<file path="config.mk">
export PLATFORM = sky130hd
export DESIGN_NAME = audio_peak_normalizer_flat
export DESIGN_NICKNAME = d
export VERILOG_FILES = /design/src/rtl/apn_pkg.sv /design/src/rtl/apn_if.sv /design/src/rtl/audio_peak_normalizer.sv /design/src/rtl/apn_div.sv /design/src/flat_wrapper.sv
export SDC_FILE = /design/constraint.sdc
export NUM_CORES = 1
export LEC_CHECK = 0
export ABC_CLOCK_PERIOD_IN_PS = 9900
export BUFFER_PORTS_ARGS = -buffer_cell sky130_fd_sc_hd__buf_2
export CAP_MARGIN = 0
export CORE_AREA = 8 8 229 231
export CTS_BUF_LIST = sky130_fd_sc_hd__clkbuf_16
export DETAILED_ROUTE_END_ITERATION = 16
export DIE_AREA = 0 0 237 239
export GPL_TIMING_DRIVEN = 1
export PLACE_DENSITY_LB_ADDON = 0.25
export SETUP_SLACK_MARGIN = 0.05
export SLEW_MARGIN = 20
export SYNTH_ARGS = -nofsm -noshare
export SYNTH_HDL_FRONTEND = slang
export SYNTH_SLANG_ARGS = --single-unit
export TNS_END_PERCENT = 5
</file>
<file path="constraint.sdc">
create_clock -name clk -period 9.9 [get_ports clk]
set_input_delay 0.495 -clock clk [delete_from_list [all_inputs] [get_ports clk]]
set_output_delay 0.495 -clock clk [all_outputs]
set_load 0.05 [all_outputs]
</file>
<file path="src/rtl/apn_pkg.sv">
`timescale 1ns / 1ps
package apn_pkg;

	localparam int TARGET_BITS = 16;
	localparam int GAIN_BITS   = 32;

	typedef enum logic [1:0] {
		OP_CLEAR   = 2'd0,
		OP_MEASURE = 2'd1,
		OP_SCALE   = 2'd2
	} op_t;

	typedef logic [3:0] step_t;

	localparam step_t ST_FETCH  = 4'd0;
	localparam step_t ST_DECODE = 4'd1;
	localparam step_t ST_GCHK   = 4'd2;
	localparam step_t ST_DIV    = 4'd3;
	localparam step_t ST_GSET   = 4'd4;
	localparam step_t ST_MLO    = 4'd5;
	localparam step_t ST_MHI    = 4'd6;
	localparam step_t ST_ACC    = 4'd7;
	localparam step_t ST_EMIT   = 4'd8;

	typedef enum logic [3:0] {
		ACT_NONE,
		ACT_LOAD,
		ACT_PEAK,
		ACT_DIV_INIT,
		ACT_DIV_STEP,
		ACT_GAIN_SET,
		ACT_MUL_LO,
		ACT_MUL_HI,
		ACT_ACC,
		ACT_EMIT
	} act_t;

	typedef enum logic [2:0] {
		C_NEXT,
		C_WAIT_IN,
		C_IF_NSCALE,
		C_IF_READY,
		C_IF_DIV_MORE,
		C_WAIT_OUT
	} cond_t;

	typedef struct packed {
		act_t  act;
		cond_t cond;
		step_t target;
	} uword_t;

	typedef struct packed {
		logic init;
		logic step;
	} div_ctrl_t;

	function automatic uword_t ucode(input step_t s);
		uword_t w;
		case (s)
			ST_FETCH:  w = '{act: ACT_LOAD,     cond: C_WAIT_IN,     target: ST_FETCH};
			ST_DECODE: w = '{act: ACT_PEAK,     cond: C_IF_NSCALE,   target: ST_EMIT};
			ST_GCHK:   w = '{act: ACT_DIV_INIT, cond: C_IF_READY,    target: ST_MLO};
			ST_DIV:    w = '{act: ACT_DIV_STEP, cond: C_IF_DIV_MORE, target: ST_DIV};
			ST_GSET:   w = '{act: ACT_GAIN_SET, cond: C_NEXT,        target: ST_FETCH};
			ST_MLO:    w = '{act: ACT_MUL_LO,   cond: C_NEXT,        target: ST_FETCH};
			ST_MHI:    w = '{act: ACT_MUL_HI,   cond: C_NEXT,        target: ST_FETCH};
			ST_ACC:    w = '{act: ACT_ACC,      cond: C_NEXT,        target: ST_FETCH};
			ST_EMIT:   w = '{act: ACT_EMIT,     cond: C_WAIT_OUT,    target: ST_FETCH};
			default:   w = '{act: ACT_NONE,     cond: C_IF_READY,    target: ST_FETCH};
		endcase
		return w;
	endfunction

endpackage

</file>
<file path="src/rtl/apn_if.sv">
`timescale 1ns / 1ps
interface apn_in_if #(
	parameter int SAMPLE_BITS = 16
);
	logic                          valid;
	logic                          ready;
	logic [1:0]                    op;
	logic signed [SAMPLE_BITS-1:0] sample;

	modport source(output valid, output op, output sample, input ready);
	modport sink(input valid, input op, input sample, output ready);
endinterface

interface apn_out_if #(
	parameter int SAMPLE_BITS = 16
);
	logic                          valid;
	logic                          ready;
	logic signed [SAMPLE_BITS-1:0] scaled_sample;
	logic [SAMPLE_BITS-1:0]        peak_level;
	logic                          clipped;

	modport source(output valid, output scaled_sample, output peak_level, output clipped,
		input ready);
	modport sink(input valid, input scaled_sample, input peak_level, input clipped,
		output ready);
endinterface

</file>
<file path="src/rtl/audio_peak_normalizer.sv">
`timescale 1ns / 1ps
// Channel   Dir  Payload                                  Transaction
// samples   in   op[1:0], sample[SAMPLE_BITS-1:0]         valid & ready
// results   out  scaled_sample, peak_level, clipped       valid & ready
// cfg       in   cfg_wdata[15:0] (target_level)           cfg_we
//
// Clear, measure and unused ops go from decode straight to emit; a scale item runs the
// multiply steps, first recomputing the gain after reset, a clear or a measure (restoring divider,
// one quotient bit per cycle). Steps come from a microcode ROM driven by a step counter.
// Reset clears the step counter, result valid, peak, gain and sets target_level to 32768.
// Input is taken only at the fetch step; the emit step holds while the result is unread.
module audio_peak_normalizer #(
	parameter int SAMPLE_BITS = 16
) (
	input  logic                                 clk,
	input  logic                                 arst_n,
	apn_in_if.sink                               samples,
	apn_out_if.source                            results,
	input  logic                                 cfg_we,
	input  logic [apn_pkg::TARGET_BITS-1:0]      cfg_wdata
);
	import apn_pkg::*;

	localparam int SB = SAMPLE_BITS;
	localparam int DW = TARGET_BITS + SB;
	localparam int PW = SB + 17;
	localparam int AW = SB + 34;
	localparam int YW = AW - 16;
	localparam logic [AW-1:0] ROUND = AW'(1) << 15;

	step_t                  step_q;
	step_t                  step_nxt;
	uword_t                 uw;
	logic [1:0]             op_q;
	logic [SB-1:0]          sample_q;
	logic [TARGET_BITS-1:0] target_q;
	logic [SB-1:0]          peak_q;
	logic [GAIN_BITS-1:0]   gain_q;
	logic                   gain_ready_q;
	logic signed [PW-1:0]   prod_q;
	logic [AW-1:0]          acc_q;
	logic                   out_valid_q;
	logic [SB-1:0]          scaled_q;
	logic [SB-1:0]          peak_out_q;
	logic                   clip_q;

	logic                   in_fire;
	logic                   out_free;
	logic                   div_last;
	logic [DW-1:0]          quot;
	logic [DW+31:0]         quot_x;
	logic [GAIN_BITS-1:0]   gain_sat;
	div_ctrl_t              div_ctrl;
	logic                   do_load;
	logic                   do_peak;
	logic                   do_gain;
	logic                   do_mul_lo;
	logic                   do_mul_hi;
	logic                   do_acc;
	logic                   do_emit;
	logic [SB-1:0]          mag;
	logic [16:0]            mul_b;
	logic signed [PW-1:0]   mul_p;
	logic [YW-1:0]          y;
	logic [YW-SB:0]         y_top;
	logic                   ovf;
	logic [SB-1:0]          y_sat;
	logic                   is_scale;

	assign uw       = ucode(step_q);
	assign in_fire  = samples.valid && samples.ready;
	assign out_free = !out_valid_q || results.ready;
	assign is_scale = op_q == OP_SCALE;

	assign samples.ready         = uw.cond == C_WAIT_IN;
	assign results.valid         = out_valid_q;
	assign results.scaled_sample = scaled_q;
	assign results.peak_level    = peak_out_q;
	assign results.clipped       = clip_q;

	apn_div #(
		.SAMPLE_BITS(SB)
	) u_div (
		.clk      (clk),
		.arst_n   (arst_n),
		.ctrl     (div_ctrl),
		.target   (target_q),
		.divisor  (peak_q),
		.quotient (quot),
		.last     (div_last)
	);

	always_comb begin
		unique case (uw.cond)
			C_NEXT:        step_nxt = step_q + step_t'(1);
			C_WAIT_IN:     step_nxt = in_fire ? step_q + step_t'(1) : step_q;
			C_IF_NSCALE:   step_nxt = !is_scale ? uw.target : step_q + step_t'(1);
			C_IF_READY:    step_nxt = gain_ready_q ? uw.target : step_q + step_t'(1);
			C_IF_DIV_MORE: step_nxt = !div_last ? uw.target : step_q + step_t'(1);
			C_WAIT_OUT:    step_nxt = out_free ? uw.target : step_q;
			default:       step_nxt = ST_FETCH;
		endcase
	end

	always_comb begin
		div_ctrl  = '0;
		do_load   = 1'b0;
		do_peak   = 1'b0;
		do_gain   = 1'b0;
		do_mul_lo = 1'b0;
		do_mul_hi = 1'b0;
		do_acc    = 1'b0;
		do_emit   = 1'b0;
		unique case (uw.act)
			ACT_LOAD:     do_load = in_fire;
			ACT_PEAK:     do_peak = 1'b1;
			ACT_DIV_INIT: div_ctrl.init = 1'b1;
			ACT_DIV_STEP: div_ctrl.step = 1'b1;
			ACT_GAIN_SET: do_gain = 1'b1;
			ACT_MUL_LO:   do_mul_lo = 1'b1;
			ACT_MUL_HI:   do_mul_hi = 1'b1;
			ACT_ACC:      do_acc = 1'b1;
			ACT_EMIT:     do_emit = out_free;
			default:      ;
		endcase
	end

	assign mag      = sample_q[SB-1] ? (~sample_q + SB'(1)) : sample_q;
	assign quot_x   = {32'b0, quot};
	assign gain_sat = (quot_x[DW+31:32] != '0) ? {GAIN_BITS{1'b1}} : quot_x[31:0];
	assign mul_b    = do_mul_lo ? {1'b0, gain_q[15:0]} : {1'b0, gain_q[31:16]};
	assign mul_p    = $signed(sample_q) * $signed(mul_b);
	assign y        = acc_q[AW-1:16];
	assign y_top    = y[YW-1:SB-1];
	assign ovf      = (y_top != '0) && (y_top != '1);
	assign y_sat    = y[YW-1] ? {1'b1, {(SB-1){1'b0}}} : {1'b0, {(SB-1){1'b1}}};

	always_ff @(posedge clk or negedge arst_n) begin
		if (!arst_n) begin
			step_q       <= ST_FETCH;
			target_q     <= TARGET_BITS'(32768);
			peak_q       <= '0;
			gain_q       <= '0;
			gain_ready_q <= 1'b0;
			out_valid_q  <= 1'b0;
		end else begin
			step_q <= step_nxt;
			if (cfg_we) begin
				target_q <= cfg_wdata;
			end
			if (do_peak) begin
				case (op_q)
					OP_CLEAR: begin
						peak_q       <= '0;
						gain_ready_q <= 1'b0;
					end
					OP_MEASURE: begin
						if (mag > peak_q) begin
							peak_q <= mag;
						end
						gain_ready_q <= 1'b0;
					end
					default: ;
				endcase
			end
			if (do_gain) begin
				gain_q       <= (peak_q == '0) ? '0 : gain_sat;
				gain_ready_q <= 1'b1;
			end
			if (do_emit) begin
				out_valid_q <= 1'b1;
			end else if (results.ready) begin
				out_valid_q <= 1'b0;
			end
		end
	end

	always_ff @(posedge clk) begin
		if (do_load) begin
			op_q     <= samples.op;
			sample_q <= samples.sample;
		end
		if (do_mul_lo || do_mul_hi) begin
			prod_q <= mul_p;
		end
		if (do_mul_hi) begin
			acc_q <= {{(AW-PW){prod_q[PW-1]}}, prod_q} + ROUND;
		end else if (do_acc) begin
			acc_q <= acc_q + {{(AW-PW-16){prod_q[PW-1]}}, prod_q, 16'b0};
		end
		if (do_emit) begin
			scaled_q   <= !is_scale ? '0 : (ovf ? y_sat : y[SB-1:0]);
			clip_q     <= is_scale && ovf;
			peak_out_q <= peak_q;
		end
	end

endmodule

</file>
<file path="src/rtl/apn_div.sv">
`timescale 1ns / 1ps
module apn_div #(
	parameter int SAMPLE_BITS = 16
) (
	input  logic                                           clk,
	input  logic                                           arst_n,
	input  apn_pkg::div_ctrl_t                             ctrl,
	input  logic [apn_pkg::TARGET_BITS-1:0]                target,
	input  logic [SAMPLE_BITS-1:0]                         divisor,
	output logic [apn_pkg::TARGET_BITS+SAMPLE_BITS-1:0]    quotient,
	output logic                                           last
);
	import apn_pkg::*;

	localparam int SB = SAMPLE_BITS;
	localparam int DW = TARGET_BITS + SB;
	localparam int CW = $clog2(DW);

	logic [DW-1:0] sh_q;
	logic [SB-1:0] rem_q;
	logic [CW-1:0] cnt_q;
	logic [SB:0]   trial;
	logic [SB:0]   diff;
	logic          ge;

	assign trial    = {rem_q, sh_q[DW-1]};
	assign diff     = trial - {1'b0, divisor};
	assign ge       = trial >= {1'b0, divisor};
	assign quotient = sh_q;
	assign last     = cnt_q == CW'(DW - 1);

	always_ff @(posedge clk or negedge arst_n) begin
		if (!arst_n) begin
			cnt_q <= '0;
		end else if (ctrl.init) begin
			cnt_q <= '0;
		end else if (ctrl.step) begin
			cnt_q <= cnt_q + CW'(1);
		end
	end

	always_ff @(posedge clk) begin
		if (ctrl.init) begin
			sh_q  <= {target, {SB{1'b0}}};
			rem_q <= '0;
		end else if (ctrl.step) begin
			sh_q  <= {sh_q[DW-2:0], ge};
			rem_q <= ge ? diff[SB-1:0] : trial[SB-1:0];
		end
	end

endmodule

</file>
<file path="src/flat_wrapper.sv">
// flat-port wrapper written by rule: the top's interface ports become plain ports
module audio_peak_normalizer_flat import apn_pkg::*;
#(
	parameter int SAMPLE_BITS = 16
)
  (clk, arst_n, cfg_we, cfg_wdata, samples_valid, samples_op, samples_sample, samples_ready, results_valid, results_scaled_sample, results_peak_level, results_clipped, results_ready);
  apn_in_if #(.SAMPLE_BITS(SAMPLE_BITS)) samples_i ();
  apn_out_if #(.SAMPLE_BITS(SAMPLE_BITS)) results_i ();
  input  logic clk;
  input  logic arst_n;
  input  logic cfg_we;
  input  logic [apn_pkg::TARGET_BITS-1:0] cfg_wdata;
  input wire logic [$bits(samples_i.valid)-1:0] samples_valid;
  input wire logic [$bits(samples_i.op)-1:0] samples_op;
  input wire logic [$bits(samples_i.sample)-1:0] samples_sample;
  output wire logic [$bits(samples_i.ready)-1:0] samples_ready;
  output wire logic [$bits(results_i.valid)-1:0] results_valid;
  output wire logic [$bits(results_i.scaled_sample)-1:0] results_scaled_sample;
  output wire logic [$bits(results_i.peak_level)-1:0] results_peak_level;
  output wire logic [$bits(results_i.clipped)-1:0] results_clipped;
  input wire logic [$bits(results_i.ready)-1:0] results_ready;
  assign samples_i.valid = samples_valid;
  assign samples_i.op = samples_op;
  assign samples_i.sample = samples_sample;
  assign samples_ready = samples_i.ready;
  assign results_valid = results_i.valid;
  assign results_scaled_sample = results_i.scaled_sample;
  assign results_peak_level = results_i.peak_level;
  assign results_clipped = results_i.clipped;
  assign results_i.ready = results_ready;
  audio_peak_normalizer #(.SAMPLE_BITS(SAMPLE_BITS)) u_core (.clk(clk), .arst_n(arst_n), .samples(samples_i), .results(results_i), .cfg_we(cfg_we), .cfg_wdata(cfg_wdata));
endmodule
</file>
==> results.py <==
metrics = {
    "die": {
        "die_x_um": 237,
        "rows": 81,
        "ios": 74,
        "core_mm2": 0.0485,
        "dieHeight_um": 239,
        "dieArea_mm2": 0.0566,
        "initial_core_util_pct": 44.6,
    },
    "worst_setup_path": {
        "worstRegToRegCells": 27,
        "crit_required_ps": 10270,
        "critPathCaptureType": "register",
        "worst-path-max-fanout": 22,
        "crit_type": "reg -> reg",
        "worst-endpoint-arrival_ps": 9370,
        "setup.worst_path.start_class": "register",
    },
    "sta": {
        "tns_ps": 0,
        "layout_setup_ws_ps": 895,
        "period_needed_ps": 9000,
        "max_slew_margin_pct": 28.4,
        "worst_pin_slew_ps": 1070,
        "hold_viol_final": 54,
        "finClkSkew_ps": 28.4,
        "rsz0062_at_grt": "false",
        "fin_crit_sh_pct": 91.0,
        "finalSetupViolations": 0,
        "fmax_ghz": 0.111,
        "slew_violations": 0,
        "hold_ws_ps": -58.6,
    },
    "logic_synthesis": {
        "synth-compound-area-share_pct": 12.9,
        "yosys.area_share.simple_pct": 14.2,
        "yosys_warnings": 0,
        "synth-adder-area-share_pct": 29.6,
        "synth_cells": 2185,
        "synth_flop_cell": "edfxtp_1",
        "synth_edf_count": 134,
        "syn_area_per_cell_um2": 9.90,
        "ys_async_sr_fraction_pct": 31.1,
        "synth_top_family_by_area": "adder cells",
        "synth.cell_area_mm2": 0.0216,
        "synth_xor_area_share_pct": 3.97,
        "synth.distinct_cells": 91,
        "synthMuxAreaShare_pct": 2.40,
        "synth-seq-cells": 241,
        "synth_nets": 2618,
        "yosysSeqAreaShare_pct": 30.2,
    },
    "global_route": {
        "grt_max_degree": 76,
        "grt_pass1_wl_um": 85600,
        "grt_overflow": 0,
        "grt_pass1_vias": 16200,
        "grt_antenna_before_repair": 0,
        "grt_use_total_pct": 18.5,
    },
    "finish": {
        "finalInstanceArea_mm2": 0.0234,
        "fin_nets": 2639,
        "mostFrequentLayoutCells": "287 x inv_1, 244 x nand2_1, 198 x ha_1",
        "n_antenna_cell": 0,
        "drive_gt1_share_pct": 9.25,
        "final_common_cell": "inv_1",
        "area_growth_syn_to_layout_pct": 8.13,
    },
    "routing": {
        "via_per_inst": 5.47,
        "first_pass_iters": 5,
        "initialDrtViolationCount": 1028,
        "vias": 15600,
        "ant_nets": 0,
        "wire_per_inst_um": 18.2,
        "drt_wl_total_um": 51900,
        "drc": 0,
    },
    "clocking": {
        "cts_max_path_buffers": 3,
        "hold_buffers": 0,
        "cts.sinks": 241,
        "htreeDepth": 1,
        "numCtsBuffers": 27,
        "cts_root_buffer": "clkbuf_16",
        "cts_tree": "built",
        "cts_setup_buffers": 0,
        "path_clk_slew_ps": 60,
        "post_cts_resized": 0,
        "insertion_delay_ps": 570,
    },
    "placed_design": {
        "place_congestion": 0.897,
        "placed_area_mm2": 0.0225,
        "port_buffers": 73,
        "dp_slack_ps": 956,
        "dp_hpwl_um": 40200,
    },
    "hold_path": {
        "hp-class": "in -> async",
    },
    "flow_run": {
        "drv_cap": 0,
    },
    "status": {
        "violations": "negative hold slack",
        "status": "finished, violations left",
    },
}
[final cells by class]
| class | instances | area (um2) |
|---|---|---|
| Fill cell | 4501 | 25100 |
| Sequential cell | 241 | 6540 |
| Inverter | 280 | 1050 |
| Multi-Input combinational cell | 1568 | 13700 |
| Timing Repair Buffer | 88 | 484 |
| Tap cell | 622 | 778 |
| Clock inverter | 23 | 195 |
| Clock buffer | 27 | 676 |
[routing by layer]
layer  wire length (um)  vias up  track usage, %
li1                   -     7429               -
met1              23600     7640            25.1
met2              23700      410            30.4
met3               2920       92            2.67
met4               1680        0            5.75
met5                  0        -               0
[critical path, stage by stage (launching register included)]
cell and delay, ps:
dfrtp_1 700, clkinv_1 430, ha_1 580, nor2b_1 230
nand2_1 140, nor2_2 130, buf_4 340, mux2_2 510
and2_1 220, fa_1 530, inv_1 60, fa_1 580
fa_1 450, fa_1 490, inv_1 60, fa_1 530
inv_1 50, fa_1 530, inv_1 40, ha_1 330
nor2b_1 140, o21ai_0 100, a21boi_2 190, o311ai_4 360
a31oi_2 170, or3_4 410, o21a_4 240, o311ai_2 250
[Yosys cell counts (9+ instances only)]
master / n / area, um2
nand3_1: 22 / 110
nand2b_1: 23 / 144
a21oi_1: 97 / 485
edfxtp_1: 134 / 4020
nor3_1: 19 / 95.1
and2_1: 100 / 626
a22o_1: 65 / 569
and3_1: 10 / 62.6
mux2_2: 31 / 349
o21ai_0: 71 / 355
xnor2_1: 60 / 526
fa_1: 196 / 3920
xor2_1: 38 / 333
nand4_1: 22 / 138
buf_2: 19 / 95.1
ha_1: 198 / 2480
clkbuf_1: 69 / 259
nor4_1: 12 / 75.1
nor2_1: 121 / 454
dfxtp_1: 32 / 641
nand2_1: 244 / 916
inv_1: 277 / 1040
nor2b_1: 26 / 163
mux2i_1: 17 / 170
o21a_1: 9 / 67.6
a31oi_1: 10 / 62.6
dfrtp_1: 74 / 1850
a211oi_1: 12 / 90.1
a21o_1: 40 / 300
[logic make-up after synthesis]
group,Yosys count
AOI/OAI and AO/OA,393
xor gates and xnor gates,98
adders and majority gates,394
buffers and inverters,376
DFF,241
muxes,48
and+or+nand+nor,635
[worst paths after layout]
| kind | slack, ps | endpoint | start |
|---|---|---|---|
| setup / recovery | 900 | u_core.prod_q[31]$_DFFE_PP_ | u_core.step_q[0]$_DFFE_PN0P_ |
| hold / removal | -60 | u_core.u_div.cnt_q[3]$_DFFE_PN0P_ | arst_n |
| setup reg to reg | 900 | u_core.prod_q[31]$_DFFE_PP_ | u_core.step_q[0]$_DFFE_PN0P_ |
| hold reg to reg | 470 | u_core.u_div.quotient[1]$_SDFFE_PP0N_ | u_core.u_div.quotient[1]$_SDFFE_PP0N_ |
| max in group asynchronous | 9410 | u_core.results.valid$_DFFE_PN0P_ | arst_n |
| min in group clk | 100 | u_core.sample_q[9]$_DFFE_PP_ | samples_sample[9] |
[per-stage QoR]
stage | instances | util (%)
2_1_floorplan | 2185 | -
3_3_place_gp | 2799 | 46.4
3_5_place_dp | 2799 | 46.4
4_1_cts | 2849 | 48.2
5_1_grt | 2849 | 48.2
6_report | 2849 | 48.2
[state kept, by name (all words and copies together) (netlist names)]
signal / count
u_core.results.valid: 1
u_core.target_q: 16
u_core.u_div.quotient: 32
u_core.gain_q: 32
u_core.results.clipped: 1
u_core.op_q: 2
u_core.step_q: 4
u_core.u_div.cnt_q: 5
u_core.results.scaled_sample: 16
u_core.gain_ready_q: 1
u_core.u_div.rem_q: 16
u_core.results.peak_level: 16
u_core.sample_q: 16
u_core.prod_q: 33
u_core.peak_q: 16
u_core.acc_q: 34
Power is left out: the tool's default activity adds up to more than one toggle a clock period on the data nets, which glitch-free logic cannot reach.
